==> config.mk <==
export PLATFORM = sky130hd
export DESIGN_NAME = apdu_command_encoder
export DESIGN_NICKNAME = d
export VERILOG_FILES = /design/src/rtl/core/apdu_pkg.sv /design/src/rtl/core/apdu_front.sv /design/src/rtl/core/apdu_jobq.sv /design/src/rtl/core/apdu_back.sv /design/src/rtl/core/apdu_command_encoder.sv
export SDC_FILE = /design/constraint.sdc
export NUM_CORES = 1
export LEC_CHECK = 0
export BUFFER_PORTS_ARGS = -buffer_cell sky130_fd_sc_hd__buf_2
export CAP_MARGIN = 20
export CORE_MARGIN = 10
export CORE_UTILIZATION = 25
export CTS_BUF_LIST = sky130_fd_sc_hd__clkbuf_2
export CTS_CLUSTER_DIAMETER = 50
export DETAILED_ROUTE_END_ITERATION = 12
export PLACE_DENSITY = 0.5
export SYNTH_ARGS = -nofsm -noshare
export SYNTH_HDL_FRONTEND = slang
export SYNTH_SLANG_ARGS = --single-unit
export TNS_END_PERCENT = 1
==> constraint.sdc <==
create_clock -name clk -period 10.7 [get_ports clk]
set_input_delay 0.535 -clock clk [delete_from_list [all_inputs] [get_ports clk]]
set_output_delay 0.535 -clock clk [all_outputs]
set_load 0.01 [all_outputs]
==> src/rtl/core/apdu_pkg.sv <==
package apdu_pkg;

  localparam int JOB_BYTES       = 7;
  localparam int JOB_COUNT_W     = 3;
  localparam int JOB_QUEUE_DEPTH = 4;

  localparam logic [16:0] NE_MAX       = 17'd65536;
  localparam logic [16:0] NE_SHORT_MAX = 17'd256;
  localparam logic [15:0] NC_SHORT_MAX = 16'd255;
  localparam logic [7:0]  ZERO_BYTE    = 8'h00;

  localparam logic FUNC_HEADER = 1'b0;
  localparam logic FUNC_DATA   = 1'b1;

  typedef struct packed {
    logic        func;
    logic [7:0]  class_byte;
    logic [7:0]  instruction_byte;
    logic [7:0]  param_one;
    logic [7:0]  param_two;
    logic [15:0] data_length;
    logic [16:0] expected_length;
    logic [7:0]  data_byte;
  } in_item_t;

  typedef struct packed {
    logic [7:0] out_byte;
    logic       apdu_end;
  } out_item_t;

  // A run of output bytes produced by one accepted item; only the final
  // byte of a run can close an APDU.
  typedef struct packed {
    logic [JOB_COUNT_W-1:0]      count;
    logic                        end_flag;
    logic [JOB_BYTES-1:0][7:0]   bytes;
  } job_t;

endpackage

==> src/rtl/core/apdu_front.sv <==
module apdu_front (
  input  logic              clk,
  input  logic              rst,
  input  logic              push,
  input  logic              full,
  input  apdu_pkg::in_item_t item,
  output logic              job_push,
  output apdu_pkg::job_t    job
);
  import apdu_pkg::*;

  logic [15:0] bytes_remaining, bytes_remaining_next;
  logic [16:0] pending_ne, pending_ne_next;
  logic        extended_form, extended_form_next;

  logic        accept;
  logic [16:0] ne_sat;
  logic        ext;
  logic        produce;

  assign accept = push && !full;
  assign ne_sat = (item.expected_length > NE_MAX) ? NE_MAX : item.expected_length;
  assign ext    = (item.data_length > NC_SHORT_MAX) || (ne_sat > NE_SHORT_MAX);

  always_comb begin
    job                  = '0;
    produce              = 1'b1;
    bytes_remaining_next = bytes_remaining;
    pending_ne_next      = pending_ne;
    extended_form_next   = extended_form;
    if (item.func == FUNC_HEADER) begin
      job.bytes[0] = item.class_byte;
      job.bytes[1] = item.instruction_byte;
      job.bytes[2] = item.param_one;
      job.bytes[3] = item.param_two;
      if (item.data_length == 16'd0) begin
        bytes_remaining_next = 16'd0;
        pending_ne_next      = 17'd0;
        extended_form_next   = 1'b0;
        job.end_flag         = 1'b1;
        if (ne_sat == 17'd0) begin
          job.count = JOB_COUNT_W'(4);
        end else if (!ext) begin
          job.bytes[4] = ne_sat[7:0];
          job.count    = JOB_COUNT_W'(5);
        end else begin
          // no Lc field, so extended Le carries a leading zero
          job.bytes[4] = ZERO_BYTE;
          job.bytes[5] = ne_sat[15:8];
          job.bytes[6] = ne_sat[7:0];
          job.count    = JOB_COUNT_W'(7);
        end
      end else begin
        bytes_remaining_next = item.data_length;
        pending_ne_next      = ne_sat;
        extended_form_next   = ext;
        if (ext) begin
          job.bytes[4] = ZERO_BYTE;
          job.bytes[5] = item.data_length[15:8];
          job.bytes[6] = item.data_length[7:0];
          job.count    = JOB_COUNT_W'(7);
        end else begin
          job.bytes[4] = item.data_length[7:0];
          job.count    = JOB_COUNT_W'(5);
        end
      end
    end else if (bytes_remaining == 16'd0) begin
      // drop stray data byte
      produce = 1'b0;
    end else begin
      bytes_remaining_next = bytes_remaining - 16'd1;
      job.bytes[0]         = item.data_byte;
      job.count            = JOB_COUNT_W'(1);
      if (bytes_remaining == 16'd1) begin
        pending_ne_next    = 17'd0;
        extended_form_next = 1'b0;
        job.end_flag       = 1'b1;
        if (pending_ne != 17'd0) begin
          if (!extended_form) begin
            job.bytes[1] = pending_ne[7:0];
            job.count    = JOB_COUNT_W'(2);
          end else begin
            job.bytes[1] = pending_ne[15:8];
            job.bytes[2] = pending_ne[7:0];
            job.count    = JOB_COUNT_W'(3);
          end
        end
      end
    end
  end

  assign job_push = accept && produce;

  always_ff @(posedge clk) begin
    if (rst) begin
      bytes_remaining <= '0;
      pending_ne      <= '0;
      extended_form   <= 1'b0;
    end else if (accept) begin
      bytes_remaining <= bytes_remaining_next;
      pending_ne      <= pending_ne_next;
      extended_form   <= extended_form_next;
    end
  end

endmodule

==> src/rtl/core/apdu_jobq.sv <==
module apdu_jobq #(
  parameter int DEPTH = apdu_pkg::JOB_QUEUE_DEPTH
) (
  input  logic           clk,
  input  logic           rst,
  input  logic           wr_en,
  input  apdu_pkg::job_t wr_job,
  output logic           full,
  input  logic           rd_en,
  output apdu_pkg::job_t rd_job,
  output logic           rd_valid
);
  import apdu_pkg::*;

  localparam int AW = (DEPTH > 1) ? $clog2(DEPTH) : 1;
  localparam int CW = $clog2(DEPTH + 1);
  localparam logic [AW-1:0] LAST_PTR = AW'(DEPTH - 1);

  job_t          slots [DEPTH];
  logic [AW-1:0] wr_ptr, rd_ptr;
  logic [CW-1:0] fill;
  logic          do_wr, do_rd;

  assign full     = (fill == CW'(DEPTH));
  assign rd_valid = (fill != '0);
  assign rd_job   = slots[rd_ptr];
  assign do_wr    = wr_en && !full;
  assign do_rd    = rd_en && rd_valid;

  always_ff @(posedge clk) begin
    if (do_wr) begin
      slots[wr_ptr] <= wr_job;
    end
  end

  always_ff @(posedge clk) begin
    if (rst) begin
      wr_ptr <= '0;
      rd_ptr <= '0;
      fill   <= '0;
    end else begin
      if (do_wr) begin
        wr_ptr <= (wr_ptr == LAST_PTR) ? '0 : wr_ptr + AW'(1);
      end
      if (do_rd) begin
        rd_ptr <= (rd_ptr == LAST_PTR) ? '0 : rd_ptr + AW'(1);
      end
      if (do_wr && !do_rd) begin
        fill <= fill + CW'(1);
      end else if (do_rd && !do_wr) begin
        fill <= fill - CW'(1);
      end
    end
  end

endmodule

==> src/rtl/core/apdu_back.sv <==
module apdu_back (
  input  logic                clk,
  input  logic                rst,
  input  logic                job_valid,
  input  apdu_pkg::job_t      job,
  output logic                job_pop,
  output logic                empty,
  input  logic                pop,
  output apdu_pkg::out_item_t result
);
  import apdu_pkg::*;

  logic [JOB_COUNT_W-1:0] idx;
  logic                   out_valid;
  out_item_t              out_reg;
  logic                   advance;
  logic                   last_of_job;

  assign advance     = !out_valid || pop;
  assign last_of_job = (idx == job.count - JOB_COUNT_W'(1));
  assign job_pop     = advance && job_valid && last_of_job;
  assign empty       = !out_valid;
  assign result      = out_reg;

  always_ff @(posedge clk) begin
    if (advance && job_valid) begin
      out_reg.out_byte <= job.bytes[idx];
      out_reg.apdu_end <= job.end_flag && last_of_job;
    end
  end

  always_ff @(posedge clk) begin
    if (rst) begin
      idx       <= '0;
      out_valid <= 1'b0;
    end else if (advance) begin
      out_valid <= job_valid;
      if (job_valid) begin
        idx <= last_of_job ? '0 : idx + JOB_COUNT_W'(1);
      end
    end
  end

endmodule

==> src/rtl/core/apdu_command_encoder.sv <==
// Command APDU serializer, short and extended form, with or without data and Le.
// Input queue side: drive item and raise push; the item is taken on an edge
// where full is low. A header item (func = 0) starts a command, data items
// (func = 1) carry one command byte each.
// Result queue side: while empty is low, result holds the next encoded byte
// and its apdu_end flag; raise pop to take it.
// Flow: an accepted item's bytes are written into the job queue, then moved
// through the output register to the result ports. A header expands into
// 4 to 7 bytes, the closing data byte into 1 to 3, and the serializer emits
// one byte per cycle while pop keeps the output register free, so data bytes
// stream at one per cycle. The job queue between classifier and serializer
// (QUEUE_DEPTH entries) absorbs header bursts; full rises only when it fills.
// When pop is held low the output register holds its byte, the serializer
// stops, and the queue fills until full asserts; nothing is lost.
// Reset clears the command state and the job queue and marks the output
// register empty.
module apdu_command_encoder #(
  parameter int QUEUE_DEPTH = apdu_pkg::JOB_QUEUE_DEPTH
) (
  input  logic                clk,
  input  logic                rst,
  input  logic                push,
  output logic                full,
  input  apdu_pkg::in_item_t  item,
  output logic                empty,
  input  logic                pop,
  output apdu_pkg::out_item_t result
);
  import apdu_pkg::*;

  logic job_push, job_pop, job_valid;
  job_t wr_job, rd_job;

  apdu_front u_front (
    .clk      (clk),
    .rst      (rst),
    .push     (push),
    .full     (full),
    .item     (item),
    .job_push (job_push),
    .job      (wr_job)
  );

  apdu_jobq #(
    .DEPTH (QUEUE_DEPTH)
  ) u_jobq (
    .clk      (clk),
    .rst      (rst),
    .wr_en    (job_push),
    .wr_job   (wr_job),
    .full     (full),
    .rd_en    (job_pop),
    .rd_job   (rd_job),
    .rd_valid (job_valid)
  );

  apdu_back u_back (
    .clk       (clk),
    .rst       (rst),
    .job_valid (job_valid),
    .job       (rd_job),
    .job_pop   (job_pop),
    .empty     (empty),
    .pop       (pop),
    .result    (result)
  );

endmodule

==> Word level (Yosys, flattened, before mapping) <==
Memories as Yosys holds them, arrays and structs flattened. A register that Yosys moved wholly into a read port is not among the register bits.
Index checks and enable logic that the tools add are counted.
{ "classes": {"addsub": 7, "n_eq_ne": 7, "order_cmp": 4, "n_reduce_logical": 24, "muxes": 47} }
{ "op_table": {"columns": ["cell", "count"], "rows": [
  ["16-bit two-way mux", 7],
  ["24-bit two-way mux", 4],
  ["17-bit two-way mux", 5],
  ["8-bit two-way mux", 5],
  ["16-bit zero test", 2],
  ["32-bit two-way mux", 1],
  ["8-bit binary-select mux with 3-bit select", 1],
  ["3-bit two-way mux", 6],
  ["17-bit greater-than comparator, second input constant", 1],
  ["17-bit by 9-bit greater-than comparator with 1-bit output, second input constant", 1],
  ["17-bit zero test", 1],
  ["17-bit nonzero test", 1],
  ["16-bit by 1-bit equality test with 1-bit output, second input constant", 1],
  ["16-bit by 8-bit greater-than comparator with 1-bit output, second input constant", 1],
  ["16-bit by 1-bit subtractor with 16-bit output, second input constant", 1],
  ["4-bit two-way mux", 3],
  ["1-bit two-way mux", 10],
  ["2-bit two-way mux", 5],
  ["1-bit logical AND", 9],
  ["3-bit by 1-bit adder with 3-bit output, second input constant", 2],
  ["3-bit by 1-bit subtractor with 3-bit output, second input constant", 2],
  ["2-bit by 1-bit adder with 2-bit output, second input constant", 2],
  ["2-bit equality test, second input constant", 2],
  ["1-bit zero test", 4],
  ["10 further kinds", 12]
]} }
{ "word_totals": {"ramBits": 240, "in_bits": 78, "memories": 1, "reg_bits": 54} }
{ "memory_table": {"columns": ["name", "words", "word_bits", "rd", "rd_clocked_by_memory_dff", "wr", "line_no", "source"], "rows": [
  ["u_jobq.slots", 4, 60, 1, 1, 1, "apdu_jobq.sv:19", "job_t slots [DEPTH];"]
]} }

==> Depth between registers and ports, before layout <==
Gate-level depths: netlist (run 1).
{ "depth": {"ltp_word": 9, "mapped_depth": 16} }

==> By module <==
A second synthesis (run 1) with hierarchy kept.
{ "unflattened": {"cells_unflattened": 778, "hier_area_um2": 12663.4} }
{ "by_module_without_submodules": {"columns": ["module", "seq_area_each_um2", "area_per_inst_um2", "cells_per_inst", "n_inst"], "rows": [
  ["apdu_jobq", 7387.1, 9140.0, 364, 1],
  ["apdu_front", 680.7, 2541.2, 318, 1],
  ["apdu_back", 350.3, 982.2, 96, 1]
]} }

==> Worst setup path after synthesis (run 1) <==
OpenSTA, ideal clock, no wires.
{ "synth_path": {"kind": "reg2reg", "start": "register with a tool-made name", "end": "register u_jobq.fill[2]", "synth_period_minus_slack_ps": 3755, "t_required_ps": 10630, "stages_incl_launch_ff": 16, "setup_time_ps": 70, "setup_slack_ps": 6945, "n_path_buf": 3, "arrival_time_ps": 3685, "cell_sequence": "dfxtp_1 -> buf_2 -> buf_1 -> clkbuf_1 -> mux4_2 -> inv_1 -> ha_1 -> xnor2_1 -> nor4b_1 -> inv_1 -> ha_1 -> inv_1 -> fa_1 -> xor2_1 -> or3_1 -> a21oi_1"} }
{ "synth_lines": {"columns": ["element", "line_no", "source"], "rows": [
  ["end signal: assignment", "apdu_jobq.sv:49", "fill <= fill + CW'(1);"],
  ["end signal: assignment", "apdu_jobq.sv:51", "fill <= fill - CW'(1);"],
  ["end: declaration", "apdu_jobq.sv:21", "logic [CW-1:0] fill;"]
]} }

==> results.cfg, run 1 <==
[outcome]
status = finished clean

[hold_path]
hp-start = item[44]
holdPathStages = 2
min_to = u_jobq.slots[1][27]
min_path_type = primary input to flip-flop

[cts]
cts_setup_buffers = 0
postCtsHoldBufs = 47
clock-sinks = 296
clk_pin_slew_ns = 0.09
cts-htree-levels = 3
root_buffer = clkbuf_2
cts_inserted_buffers = 82
clkLatencyLatePin_ns = 0.87
cts_tree = done
post_cts_resized = 0
clk_path_buf_depth = 3

[worst_setup_path]
r2r-end = u_jobq.fill[2]
crit_slowest_cell = nor4b_1
cp.arrival_ns = 5.31
critPathRequiredTime_ns = 11.47
cp-end-kind = flip-flop
ff2ff_setup_slack_ns = 6.16
critPathMaxFanout = 43
worstRegToRegCells = 14
crit_top_cell = inv_1
start_kind = flip-flop
path_cells = buf_4 -> mux4_2 -> inv_1 -> ha_1 -> xnor2_1 -> xnor2_1 -> nor4b_1 -> inv_1 -> ha_1 -> inv_1 -> fa_1 -> xor2_1 -> or3_1 -> a21oi_1
slowest_delay_ns = 0.81
crit_type = flip-flop to flip-flop

[layout]
fin_area_sq_um = 15000
drive_gt1_frac = 0.308
area_growth_pct = 18.6
layout.cells.non_filler = 1707
nets = 1074
final_core_util = 0.299

[power_and_ir_drop]
power.density_nw_per_um2 = 208
ir_drop_mv = 0.0859
p_leak_nw = 5.06

[synthesis]
syn_inst = 800
synth.top_cell.area_share = 0.590
synth_edf_count = 249
ys_ff_latch = 296
yosys_most_used_dff = edfxtp_1
synth.most_common_cell = edfxtp_1
ys_seq_area_frac = 0.664
yosys-top-cells-area = edfxtp_1, mux4_2, dfxtp_1
ys_warn_count = 0
synth_common_cells = edfxtp_1, mux4_2, dfxtp_1
yosysTopAreaCell = edfxtp_1
syn_area_per_cell_sq_um = 15.8
synth.distinct_cells = 63
async_flop_share = 0
synth_fp_nets = 889
syn_area_sq_um = 12700

[place]
dp_cells = 1526
gp_congestion = 0.800
placed_area_sq_um = 13800
hpwl_um = 22000
portBuffers = 88

[timing]
setup_viol = 0
fin_skew_ns = 0.0606
fmax_ghz = 0.220
fin_tns_setup_ns = 0
slew_headroom = 0.251
hold_viol_final = 0
tightest_slew_ns = 1.10
maxSlewViolCount = 0
rsz0062_at_grt = false
finalCritPeriodShare = 0.424
min_period_ns = 4.54

[global_route]
grt.met3_usage = 0.0263
grt_pass1_vias = 8436
met1_usage = 0.163
grt.met2_usage = 0.169
overflow = 0
grt_start_max_net_pins = 61
antenna_found_initial = 1
grt_pass1_wl_um = 52600
gr-max-usage-layer = met2
grt_usage = 0.114

[die]
core-area_sq_um = 50200
die-area_sq_um = 60100
start_util = 0.253
ioPinCount = 89
core.rowCount = 82
die_x_um = 245
die_h_um = 245

[drt]
wirelength_um = 34600
drtPass1Iterations = 5
drt_iter0_markers = 587
drcViolationCount = 0
routed_via_density = 4.65
avgRoutedWirePerCell_um = 20.3
vias = 7942
ant_nets = 0

[run]
max_cap_violations = 0
==> worst max-delay path, delay by kind of cell, from the launching register on <==
| family | cells | cell delay (ns) |
|---|---|---|
| simple gates | 2 | 1.12 |
| buf+inv | 4 | 1.02 |
| mux | 1 | 0.63 |
| fa+ha+maj | 3 | 0.59 |
| flops | 1 | 0.59 |
| xor+xnor | 3 | 0.33 |
| compound gates | 1 | 0.14 |
==> kinds of logic (layout without fill, tap and decap cells) <==
logic type                 count (synthesis)  after routing  share of synthesized area
muxes                                     89             89                      0.130
xor gates and xnor gates                   9              9                    0.00622
AOI/OAI and AO/OA                        156            156                     0.0931
and+or+nand+nor                          173            173                     0.0714
DFF                                      296            296                      0.664
adders and majority gates                 11             11                     0.0115
buffers and inverters                     66            300                     0.0236
other                                      0              1                          0
==> area by class of cell <==
type | instances | area [sq um]
clock buffers | 122 | 611
clock inverters | 11 | 100
well taps | 672 | 841
fillers | 5090 | 35100
diodes | 1 | 2.50
inverters | 17 | 63.8
multi-input cells | 438 | 3960
flip-flops and latches | 296 | 8420
repair buffers | 150 | 1020
==> routing by layer <==
layer  part of all wire  vias up
li1                   -     3620
met1               0.48     4024
met2               0.44      248
met3              0.058       50
met4              0.017        0
met5                  0        -
==> state kept, by name, indices dropped and copies added (netlist names), named ones only <==
register	flops
u_back.idx	3
u_jobq.rd_ptr	2
u_back.result	9
u_back.out_valid	1
u_front.bytes_remaining	16
u_jobq.slots	240
u_front.pending_ne	17
u_front.extended_form	1
u_jobq.fill	3
u_jobq.wr_ptr	2
==> per-stage QoR <==
stage / hold slack [ns] / setup slack, ns / total power (W)
2_1_floorplan: 0.445 / 6.94 / 0.00207
3_3_place_gp: 0.461 / 6.11 / 0.00234
3_5_place_dp: 0.466 / 6.07 / 0.00235
4_1_cts: 0.0000446 / 6.03 / 0.00317
5_1_grt: 0.00337 / 5.74 / 0.00332
6_report: 0.0926 / 6.16 / 0.00312
==> cell usage in the layout, fill, tap and decap left out, drive strengths merged, types with 4 or more instances in the layout <==
cell type    synthesis  layout
dlygate4sd3          0      47
nor3                15      15
a2111oi              9       9
nand4                8       8
xnor2                6       6
nor2b               23      23
inv                 16      18
buf                 22     103
clkbuf              27     122
a31o                 4       4
a21oi               44      44
mux4                60      60
nor4                15      15
a22o                26      26
nor2                35      35
a221oi               9       9
clkinv               1       7
nand2               44      44
and2                 6       6
a32o                 4       4
or3                  7       7
dfxtp               47      47
ha                  10      10
edfxtp             249     249
o21ai               20      20
o2bb2ai             17      17
mux2i               28      28
nor3b                4       4
==> power breakdown <==
part	internal, W	leakage [nW]	switching (W)
logic	0.000351	1.80	0.000461
registers	0.00143	2.70	0.0000798
clock network	0.000345	0.558	0.000448
total	0.00213	5.06	0.000989
==> worst max path at each step <==
stage / from / to / slack, ns / depth (start not counted)
after floorplan: flip-flop / u_jobq.fill[2] / 6.94 / 15
after global placement: flip-flop / u_jobq.fill[2] / 6.11 / 14
after detailed placement: flip-flop / u_jobq.fill[2] / 6.07 / 14
after CTS: flip-flop / u_jobq.fill[2] / 6.03 / 14
after global routing: flip-flop / u_jobq.fill[2] / 5.74 / 14
final: flip-flop / u_jobq.fill[2] / 6.16 / 14
Note: power is estimated with default switching activity, not from simulation.
==> run 2, diff against run 1 <==
==> constraint.sdc (replaced) <==
create_clock -name clk -period 4.2 [get_ports clk]
set_input_delay 0.21 -clock clk [delete_from_list [all_inputs] [get_ports clk]]
set_output_delay 0.21 -clock clk [all_outputs]
set_load 0.01 [all_outputs]
==> run 2 against run 1 <==
  * Non-clock buffer count grew 60
  * Largest cell class unchanged
  * First-iteration DRC count increased by 22%
  * Hold slack improved by 0.11 ns
  * Utilization grew 1.3 points
  * Clock power rose to 2.6 times the previous value
  * Combinational power grew to 2.7 times the previous value
  * Global-route usage grew 0.23 points
  * Critical endpoint unchanged
  * Worst setup slack lost 5.4 ns
  * Final cell count up 3.7%
  * Clock-buffer cell count down 12
==> results.cfg, run 2 (synthesis results as in run 1) <==
[power_and_ir_drop]
intPower_w = 0.00552
power.switching_w = 0.00258
switching_share = 0.319
total_power_w = 0.00810
ir_drop_mv = 0.249
combPwrFrac = 0.266
pwr-share-clk = 0.254
power_frac_seq = 0.479
p_leak_nw = 5.35
power.density_nw_per_um2 = 517

[die]
die_h_um = 245
core.rowCount = 82
core-area_sq_um = 50200
die-area_sq_um = 60100
start_util = 0.253
die_x_um = 245
ioPinCount = 89

[drt]
wirelength_um = 35300
drtPass1Iterations = 5
avgRoutedWirePerCell_um = 20.0
vias = 8320
ant_nets = 0
drcViolationCount = 0
drt_iter0_markers = 717
routed_via_density = 4.70

[place]
portBuffers = 88
dp_cells = 1531
placed_area_sq_um = 13900
gp_congestion = 0.803
hpwl_um = 23200

[cts]
root_buffer = clkbuf_2
cts-htree-levels = 3
clock-sinks = 296
clkLatencyLatePin_ns = 0.89
clk_path_buf_depth = 3
cts_inserted_buffers = 76
clk_pin_slew_ns = 0.10
cts_tree = done

[worst_setup_path]
critPathMaxFanout = 17
cp.arrival_ns = 4.15
path_cells = inv_1 -> ha_1 -> nor3b_2 -> buf_4 -> nand4_1 -> o21ai_1 -> inv_1 -> buf_4 -> ha_1 -> inv_1 -> fa_1 -> xor2_1 -> or3_1 -> a21oi_1
critPathRequiredTime_ns = 4.96
crit_type = flip-flop to flip-flop
critPathBufInv = 5
cp-end-kind = flip-flop
crit_slowest_cell = dfxtp_1
crit_top_cell = inv_1
slowest_delay_ns = 0.43
start_kind = flip-flop
crit_family = buffers and inverters

[layout]
layout_commonest_cell = edfxtp_1
multiInputGateArea_sq_um = 3960
fin_area_sq_um = 15700
reg.largest.list = u_jobq.slots x240, u_front.pending_ne x17, u_front.bytes_remaining x16
drive_gt1_frac = 0.281
area_growth_pct = 23.8
final_cell_mix = edfxtp_1, clkbuf_2, dlygate4sd3_1, buf_2, mux4_2
largest_reg_flops = 240
largest_register = u_jobq.slots
layout.cells.non_filler = 1770
nets = 1128
final-seq-area_sq_um = 8420
n_fill_cell = 5047

[timing]
fin_tns_setup_ns = 0
fin_skew_ns = 0.0831
min_period_ns = 3.39
tightest_slew_ns = 1.12
hold_viol_final = 0
fmax_ghz = 0.295
rsz0062_at_grt = false
setup_viol = 0
finalCritPeriodShare = 0.807
maxSlewViolCount = 0
slew_headroom = 0.255

[hold_path]
min_path_type = primary input to flip-flop

[outcome]
status = finished clean

[global_route]
antenna_found_initial = 1
grt_pass1_wl_um = 53500
grt_pass1_vias = 8696
overflow = 0
grt_usage = 0.117
grt_start_max_net_pins = 48

[run]
max_cap_violations = 0
-- run 2: cell types whose count changed in the layout (fill, tap and decap cells not counted), sizes merged --
cell	delta
buf	+5
bufinv	+1
clkbuf	-11
clkinv	+16
dlygate4sd3	+54
inv	-2
-- run 2: metal layers --
layer  global-route usage  up-vias  routed length (um)
met2                0.171      293               15700
met3               0.0314       36                2570
met4               0.0382        0                 608
met1                0.164     4240               16500
li1                     -     3751                   -
met5                    0        -                   0
-- run 2: stage by stage --
step           setup WS [ns]  utilization  hold WS, ns
2_1_floorplan          0.445            -        0.336
3_3_place_gp           0.843        0.278        0.458
3_5_place_dp           0.839        0.278        0.462
4_1_cts                0.829        0.312        0.118
5_1_grt                0.572        0.313        0.139
6_report               0.811        0.313        0.207
-- run 2: tightest hold or removal path: stages --
cell and delay [ns]:
dlygate4sd3_1 0.51, buf_2 0.16, a22o_1 0.14
-- run 2: what timing repair did --
item | CTS | global route
setup buffers | 0 | 0
endpoints found under the hold margin | 264 | 0
endpoints found under the setup margin | 0 | 0
hold buffers | 101 | 0
resized for setup | 0 | 0
-- run 2: layout make-up --
class | instances | share of cell area
Inverter | 17 | 0.00407
Antenna cell | 1 | 0.000160
Tap cell | 672 | 0.0536
Timing Repair Buffer | 210 | 0.106
Clock buffer | 110 | 0.0351
Sequential cell | 296 | 0.537
Multi-Input combinational cell | 438 | 0.252
Clock inverter | 26 | 0.0116
-- run 2: path summary, 6_finish.rpt --
| path | from | end | slack [ns] | depth (start not counted) |
|---|---|---|---|---|
| hold reg to reg | u_front.bytes_remaining[15] | u_front.bytes_remaining[15] | 0.49 | 2 |
| setup / recovery | u_front.bytes_remaining[0] | u_jobq.fill[2] | 0.81 | 14 |
| hold / removal | item[14] | u_front.pending_ne[6] | 0.21 | 3 |
| setup reg to reg | u_front.bytes_remaining[0] | u_jobq.fill[2] | 0.81 | 14 |
-- run 2: power by group through the flow --
stage	clock network, W	registers, W	logic (W)
after floorplan	0	0.00385	0.00142
after global placement	0	0.00395	0.00207
after detailed placement	0	0.00396	0.00208
after CTS	0.00214	0.00389	0.00220
after global routing	0.00230	0.00393	0.00237
final	0.00206	0.00389	0.00216
